--- config.mk ---
export PLATFORM = sky130hd
export DESIGN_NAME = wurm_cell
export DESIGN_NICKNAME = d
export VERILOG_FILES = /design/src/hdl/wurm_pkg.sv /design/src/hdl/wurm_cell.sv
export SDC_FILE = /design/constraint.sdc
export NUM_CORES = 1
export LEC_CHECK = 0
export BUFFER_PORTS_ARGS = -buffer_cell sky130_fd_sc_hd__buf_2
export CORE_ASPECT_RATIO = 1.4
export CORE_MARGIN = 5
export CORE_UTILIZATION = 52
export DETAILED_ROUTE_END_ITERATION = 16
export PLACE_DENSITY_LB_ADDON = 0.15
export SLEW_MARGIN = 10
export SYNTH_ARGS = -nofsm -noshare
export SYNTH_HDL_FRONTEND = slang
export SYNTH_SLANG_ARGS = --single-unit
--- constraint.sdc ---
create_clock -name i_clk -period 7.51 [get_ports i_clk]
set_input_delay 1.1265 -clock i_clk [delete_from_list [all_inputs] [get_ports i_clk]]
set_output_delay 1.1265 -clock i_clk [all_outputs]
set_load 0.02 [all_outputs]
--- src/hdl/wurm_pkg.sv ---
// package: sizes, codes and transaction types of the wildcard url route matcher
`default_nettype none

package wurm_pkg;

    localparam int NUM_PATTERNS    = 16;
    localparam int MAX_PATTERN_LEN = 64;

    localparam int SLOT_W = 4;
    localparam int CPOS_W = 6;
    localparam int CHAR_W = 8;
    localparam int LEN_W  = 7;
    localparam int SITE_W = 16;
    localparam int MODE_W = 2;
    localparam int CFG_W  = 5;

    localparam int ADDR_W = $clog2(MAX_PATTERN_LEN);
    localparam int UPOS_W = $clog2(MAX_PATTERN_LEN + 1);
    localparam int CNT_W  = $clog2(NUM_PATTERNS + 1);

    localparam logic [CHAR_W-1:0] STAR_CHAR = 8'h2A;

    localparam logic [MODE_W-1:0] MODE_CHAR = 2'd0;
    localparam logic [MODE_W-1:0] MODE_META = 2'd1;
    localparam logic [MODE_W-1:0] MODE_URL  = 2'd2;

    typedef struct packed {
        logic [MODE_W-1:0] mode;
        logic [SLOT_W-1:0] slot;
        logic [CPOS_W-1:0] char_pos;
        logic [CHAR_W-1:0] char_value;
        logic [LEN_W-1:0]  pattern_length;
        logic [SITE_W-1:0] entry_site;
        logic              url_last;
    } t_in_item;

    typedef struct packed {
        logic              matched;
        logic              exact;
        logic [SITE_W-1:0] site_id;
    } t_out_item;

    // token walking down the cell chain, one cell per cycle
    typedef struct packed {
        logic              valid;
        logic              last;
        logic [CHAR_W-1:0] ch;
        logic [UPOS_W-1:0] pos;
        logic              exact_found;
        logic [SITE_W-1:0] exact_site;
        logic              star_found;
        logic [SITE_W-1:0] star_site;
    } t_tok;

    // table write for one cell
    typedef struct packed {
        logic              char_we;
        logic              meta_we;
        logic [ADDR_W-1:0] addr;
        logic [CHAR_W-1:0] ch;
        logic [LEN_W-1:0]  len;
        logic [SITE_W-1:0] site;
    } t_cell_wr;

endpackage

`default_nettype wire

--- src/hdl/wurm_cell.sv ---
// one pattern slot: character memory, length, site, alive bit and a token stage
`default_nettype none

module wurm_cell
    import wurm_pkg::*;
(
    input  wire logic             i_clk,
    input  wire logic             i_rst_n,
    input  wire logic [CNT_W-1:0] i_idx,
    input  wire logic [CNT_W-1:0] i_count,
    input  wire t_cell_wr         i_wr,
    input  wire logic             i_rd_en,
    input  wire logic [ADDR_W-1:0] i_rd_addr,
    input  wire t_tok             i_tok,
    output t_tok                  o_tok
);

    logic [CHAR_W-1:0] r_mem [MAX_PATTERN_LEN];
    logic [CHAR_W-1:0] r_rd;
    logic [LEN_W-1:0]  r_len;
    logic [SITE_W-1:0] r_site;
    logic              r_alive;
    t_tok              r_tok;

    logic alive_ok;
    logic char_ok;
    logic hit;
    logic ends_here;
    logic n_alive;
    t_tok n_tok;

    // pattern characters, read data registered
    always_ff @(posedge i_clk) begin
        if (i_wr.char_we) begin
            r_mem[i_wr.addr] <= i_wr.ch;
        end
        if (i_rd_en) begin
            r_rd <= r_mem[i_rd_addr];
        end
    end

    always_comb begin
        alive_ok  = r_alive && (i_idx < i_count) && (r_len != '0)
                    && (r_len <= LEN_W'(MAX_PATTERN_LEN)) && (i_tok.pos < r_len);
        char_ok   = (r_rd == i_tok.ch) || (r_rd == STAR_CHAR);
        hit       = alive_ok && char_ok;
        ends_here = hit && ((i_tok.pos + UPOS_W'(1)) == r_len);

        n_tok = i_tok;
        if (ends_here) begin
            if (i_tok.last) begin
                if (!i_tok.exact_found) begin
                    n_tok.exact_found = 1'b1;
                    n_tok.exact_site  = r_site;
                end
            end else if (r_rd == STAR_CHAR) begin
                n_tok.star_found = 1'b1;
                n_tok.star_site  = r_site;
            end
        end

        n_alive = r_alive;
        if (i_tok.valid) begin
            n_alive = i_tok.last ? 1'b1 : hit;
        end
    end

    always_ff @(posedge i_clk) begin
        if (!i_rst_n) begin
            r_len       <= '0;
            r_site      <= '0;
            r_alive     <= 1'b1;
            r_tok.valid <= 1'b0;
        end else begin
            if (i_wr.meta_we) begin
                r_len  <= i_wr.len;
                r_site <= i_wr.site;
            end
            r_alive <= n_alive;
            r_tok   <= n_tok;
        end
    end

    assign o_tok = r_tok;

endmodule

`default_nettype wire

* Word-level counts from Yosys, hierarchy flattened *
Memory sizes are Yosys's and may differ from the RTL's. A register that Yosys moved wholly into a read port is not among the register bits.
Index checks and enable logic that the tools add are counted.

storage, ports and cells
  memories = 1
  output and inout bits = 51
  bits of input ports = 109
  latch bits = 0
  flip-flop bits (word level) = 75
  RAM bits = 512
  word-level logic and storage cells = 35
  bits in read-only memories = 0

cells by class
  shifts and indexed selects = 0
  reductions and logical operators = 8
  equality and inequality tests = 3
  add/sub/neg operators = 1
  mux-type cells = 8
  multipliers = 0
  divide/modulo/power cells = 0
  bitwise gates (word level) = 0
  order comparisons = 3

memories
  memory  words  width  rd ports  clocked after memory_dff  write ports  RTL line         RTL
  r_mem   64     8      1         1                         1            wurm_cell.sv:18  logic [CHAR_W-1:0] r_mem [MAX_PATTERN_LEN];

operator list
  kind                   number
  $mux W17               3
  $mux W34               1
  $mux W16               1
  $eq A8 B6 Y1 const B   1
  $eq A8 B8 Y1           1
  $add A7 B1 Y7 const B  1
  $eq A7 B7 Y1           1
  $le A7 B7 Y1 const B   1
  $lt A7 B7 Y1           1
  $reduce_bool A7 Y1     1
  $logic_and A1 B1 Y1    6
  $lt A5 B5 Y1           1
  $mux W1                3
  $logic_or A1 B1 Y1     1

* Depth between registers and ports, before layout *
  depth after elaboration = 8
  gate-level depth with buffers = 10
  mapped depth without buffers = 8

* Least setup slack after synthesis *
Ideal clock, no wire load.

  path type = input to register
  start point = input port i_count[4]
  end point = register r_tok (netlist bit o_tok[13]), data pin
  cell stages on the path = 8
  path slack = 3.878 ns
  buffers on the path = 1
  data required time = 7.250 ns
  library setup time = 0.260 ns
  arrival time = 3.372 ns
  cell sequence = inv_1 > ha_1 > a22oi_1 > o2111ai_1 > or4_1 > nor4b_4 > buf_2 > mux2_2

RTL lines
  what                  RTL line         RTL
  start, declared       wurm_cell.sv:10  input wire logic [CNT_W-1:0] i_count,
  end signal, assigned  wurm_cell.sv:80  r_tok <= n_tok;
  end, declared         wurm_cell.sv:23  t_tok r_tok;

==> impl_metrics.ini <==
[timing]
timing.clock.skew_ps = 17.8
maxSlewViolCount = 0
hold_violations = 0
final.period_utilization = 0.491
setup_violations = 0
totalNegativeSetupSlack_ps = 0
fmaxAchievable_mhz = 271
relSlewSlack = 0.174
tightest_slew_ps = 1230
grt_setup_unrepaired = false
final_period_minus_worst_setup_slack_ps = 3690

[power_and_ir_drop]
static-leakage-power_nw = 8.81
pwr_density_cell_mw_per_mm2 = 253
irDropWorstVdd_mv = 0.261

[placed_design]
finalWeightedCongestion = 0.783
total_half_perimeter_wirelength_after_legalization_and_detailed_placement_um = 32300
numPortBuffers = 159

[floorplan]
die_w_um = 190
die_area_mm2 = 0.0498
boundaryPins = 160
floorplan.rows = 92
effective_utilization_at_floorplan = 0.524
fp.coreArea_mm2 = 0.0450
die-height_um = 262

[route]
routed_wire_length_per_instance_um = 26.5
wl_um = 51800
first_pass_iters = 5
route.detailed.vias_per_inst = 5.78
detailedRoute.firstIterationViolations = 737
routed-via-count = 11300
route.detailed.drc = 0
drt.antenna.violating_nets = 0

[worst_setup_path]
cp_cell_sequence = clkbuf_8 -> buf_4 -> mux4_2 -> mux4_2 -> mux2i_1 -> o21ai_0
cp-end-kind = flip-flop
worst_path_most_repeated_cell = sky130_fd_sc_hd__mux4_2
critPathLaunchType = primary input
worst_ep_required_time_ps = 7830
worstPathMaxFanout = 76
critPathTopFamily = multiplexers
crit_type = primary input to flip-flop
cp_data_arrival_time_ps = 4010
cpPeakStageDelay_ps = 710
critPathSlowestCell = sky130_fd_sc_hd__clkbuf_8
path_buf_inv = 2

[logic_synthesis]
synth_top_area_cell = sky130_fd_sc_hd__edfxtp_1
synth_area_mm2 = 0.0236
dominantRegCellSynth = sky130_fd_sc_hd__edfxtp_1
yosysWarnings = 0
netlist.area_leader.share = 0.726
synth_enable_flop_cells = 570
sequential_area_share_after_synthesis = 0.747
post_synth_num_cell_types = 50
post_synth_arst_share = 0
synth_fp_nets = 1240
synth.ff_latch_count = 595
synth_cells = 1119
post_syn_area_per_cell_um2 = 21.1
synthTopCellsByArea = sky130_fd_sc_hd__edfxtp_1 (73%), sky130_fd_sc_hd__mux4_2 (15%), sky130_fd_sc_hd__dfxtp_1 (2.1%)

[job]
maximum_capacitance_violations = 0

[clock_tree]
htreeDepth = 2
clkSlewWorstSetupHoldPaths_ps = 60
clock_root_cell = sky130_fd_sc_hd__clkbuf_16
clockBufferDepth = 3
clock_sinks = 595
total_clock_buffers_created_by_cts = 55
cts_repair_resize_count = 0
post-cts-setup-buffers = 0
cts_tree = done
cts.hold.buffers_added = 0
clock_latency_ps = 600

[global_routing]
initial_antenna_violation_count = 0
globalRouteOverflowTotal = 0
number_of_global_route_vias_before_repair = 11800
grt_first_pass_wirelength_um = 76600
pin_count_of_the_biggest_net_entering_global_routing = 77
grt.total_usage = 0.210

[cells_and_area]
mostFrequentLayoutCell = sky130_fd_sc_hd__edfxtp_1
finalCoreUtilization = 0.595
syn2layout_area_growth_pct = 13.5
nets = 1417
final_cell_mix = sky130_fd_sc_hd__edfxtp_1 (570), sky130_fd_sc_hd__buf_2 (157), sky130_fd_sc_hd__mux4_2 (154)
num_antenna_cells = 0
fraction_of_final_layout_cells_with_drive_strength_greater_than_1 = 0.327

[status]
outcome = completed

[worst_hold_path]
min-delay-path-class = flip-flop to flip-flop
-- power by group --
part           total, mW  internal (mW)  switching [mW]
combinational      0.427          0.180           0.248
clock               2.63           1.46            1.17
sequential          3.71           3.69          0.0214
-- registers in the layout, summed over array words and instances (netlist names) --
signal / count
o_tok: 51
r_alive: 1
r_len: 7
r_mem: 512
r_rd: 8
r_site: 16
-- synth_stat cells (all sizes together) (5+ instances only) --
library cell    n
nor2b          30
o21ai          12
mux2           42
nor2           69
mux4          154
buf            24
nand3          11
nand4           6
dfxtp          25
clkbuf         31
xnor2          14
mux2i          37
edfxtp        570
inv            13
a21oi           5
ha             12
nand2          16
-- final timing paths --
path / slack [ps] / start / to / depth (start not counted)
max: 3820 / i_rd_addr[0] / r_rd[1] / 6
min: 530 / r_site[0] / r_site[0] / 2
max reg2reg: 4330 / r_len[6] / o_tok[21] / 7
min reg2reg: 530 / r_site[0] / r_site[0] / 2
-- through the flow --
| step | worst slack [ps] | total power [mW] | hold WS (ps) | cell area [um^2] | std cells |
|---|---|---|---|---|---|
| 6_report | 3820 | 6.77 | 533 | 26800 | 1953 |
| 5_1_grt | 3520 | 7.00 | 580 | 26800 | 1953 |
| 4_1_cts | 3730 | 6.83 | 542 | 26700 | 1950 |
| 3_5_place_dp | 3110 | 4.22 | 528 | 25000 | 1847 |
| 3_3_place_gp | 3090 | 4.21 | 518 | 25000 | 1847 |
| 2_1_floorplan | 3880 | 4.03 | 492 | 23600 | 1119 |
-- final cells by class --
cell class | count | area [um^2]
Fill cell | 3280 | 18200
Sequential cell | 595 | 17600
Multi-Input combinational cell | 456 | 5690
Clock buffer | 74 | 1490
Timing Repair Buffer | 175 | 972
Tap cell | 611 | 764
Clock inverter | 29 | 201
Inverter | 13 | 48.8
-- per-layer routing --
layer  share of wire  global-route usage
met1            0.38               0.264
met2            0.52               0.372
met3           0.062              0.0336
met4           0.038              0.0788
met5               0                   0
-- kinds of logic after synthesis --
family,share of synthesized area
muxes,0.184
xor gates and xnor gates,0.00626
and+or+nand+nor,0.0342
adders and majority gates,0.00637
AOI/OAI and AO/OA,0.00987
DFF,0.747
buffers and inverters,0.0121
-- worst register-to-register path, stage by stage, from the launching register on --
cell and delay, ps:
sky130_fd_sc_hd__dfxtp_1 520, sky130_fd_sc_hd__inv_1 80, sky130_fd_sc_hd__ha_1 310, sky130_fd_sc_hd__a22oi_1 160, sky130_fd_sc_hd__o2111ai_1 150, sky130_fd_sc_hd__or4_1 660, sky130_fd_sc_hd__or4_4 650, sky130_fd_sc_hd__mux2_1 390
Power figures use the tool's default switching activity.
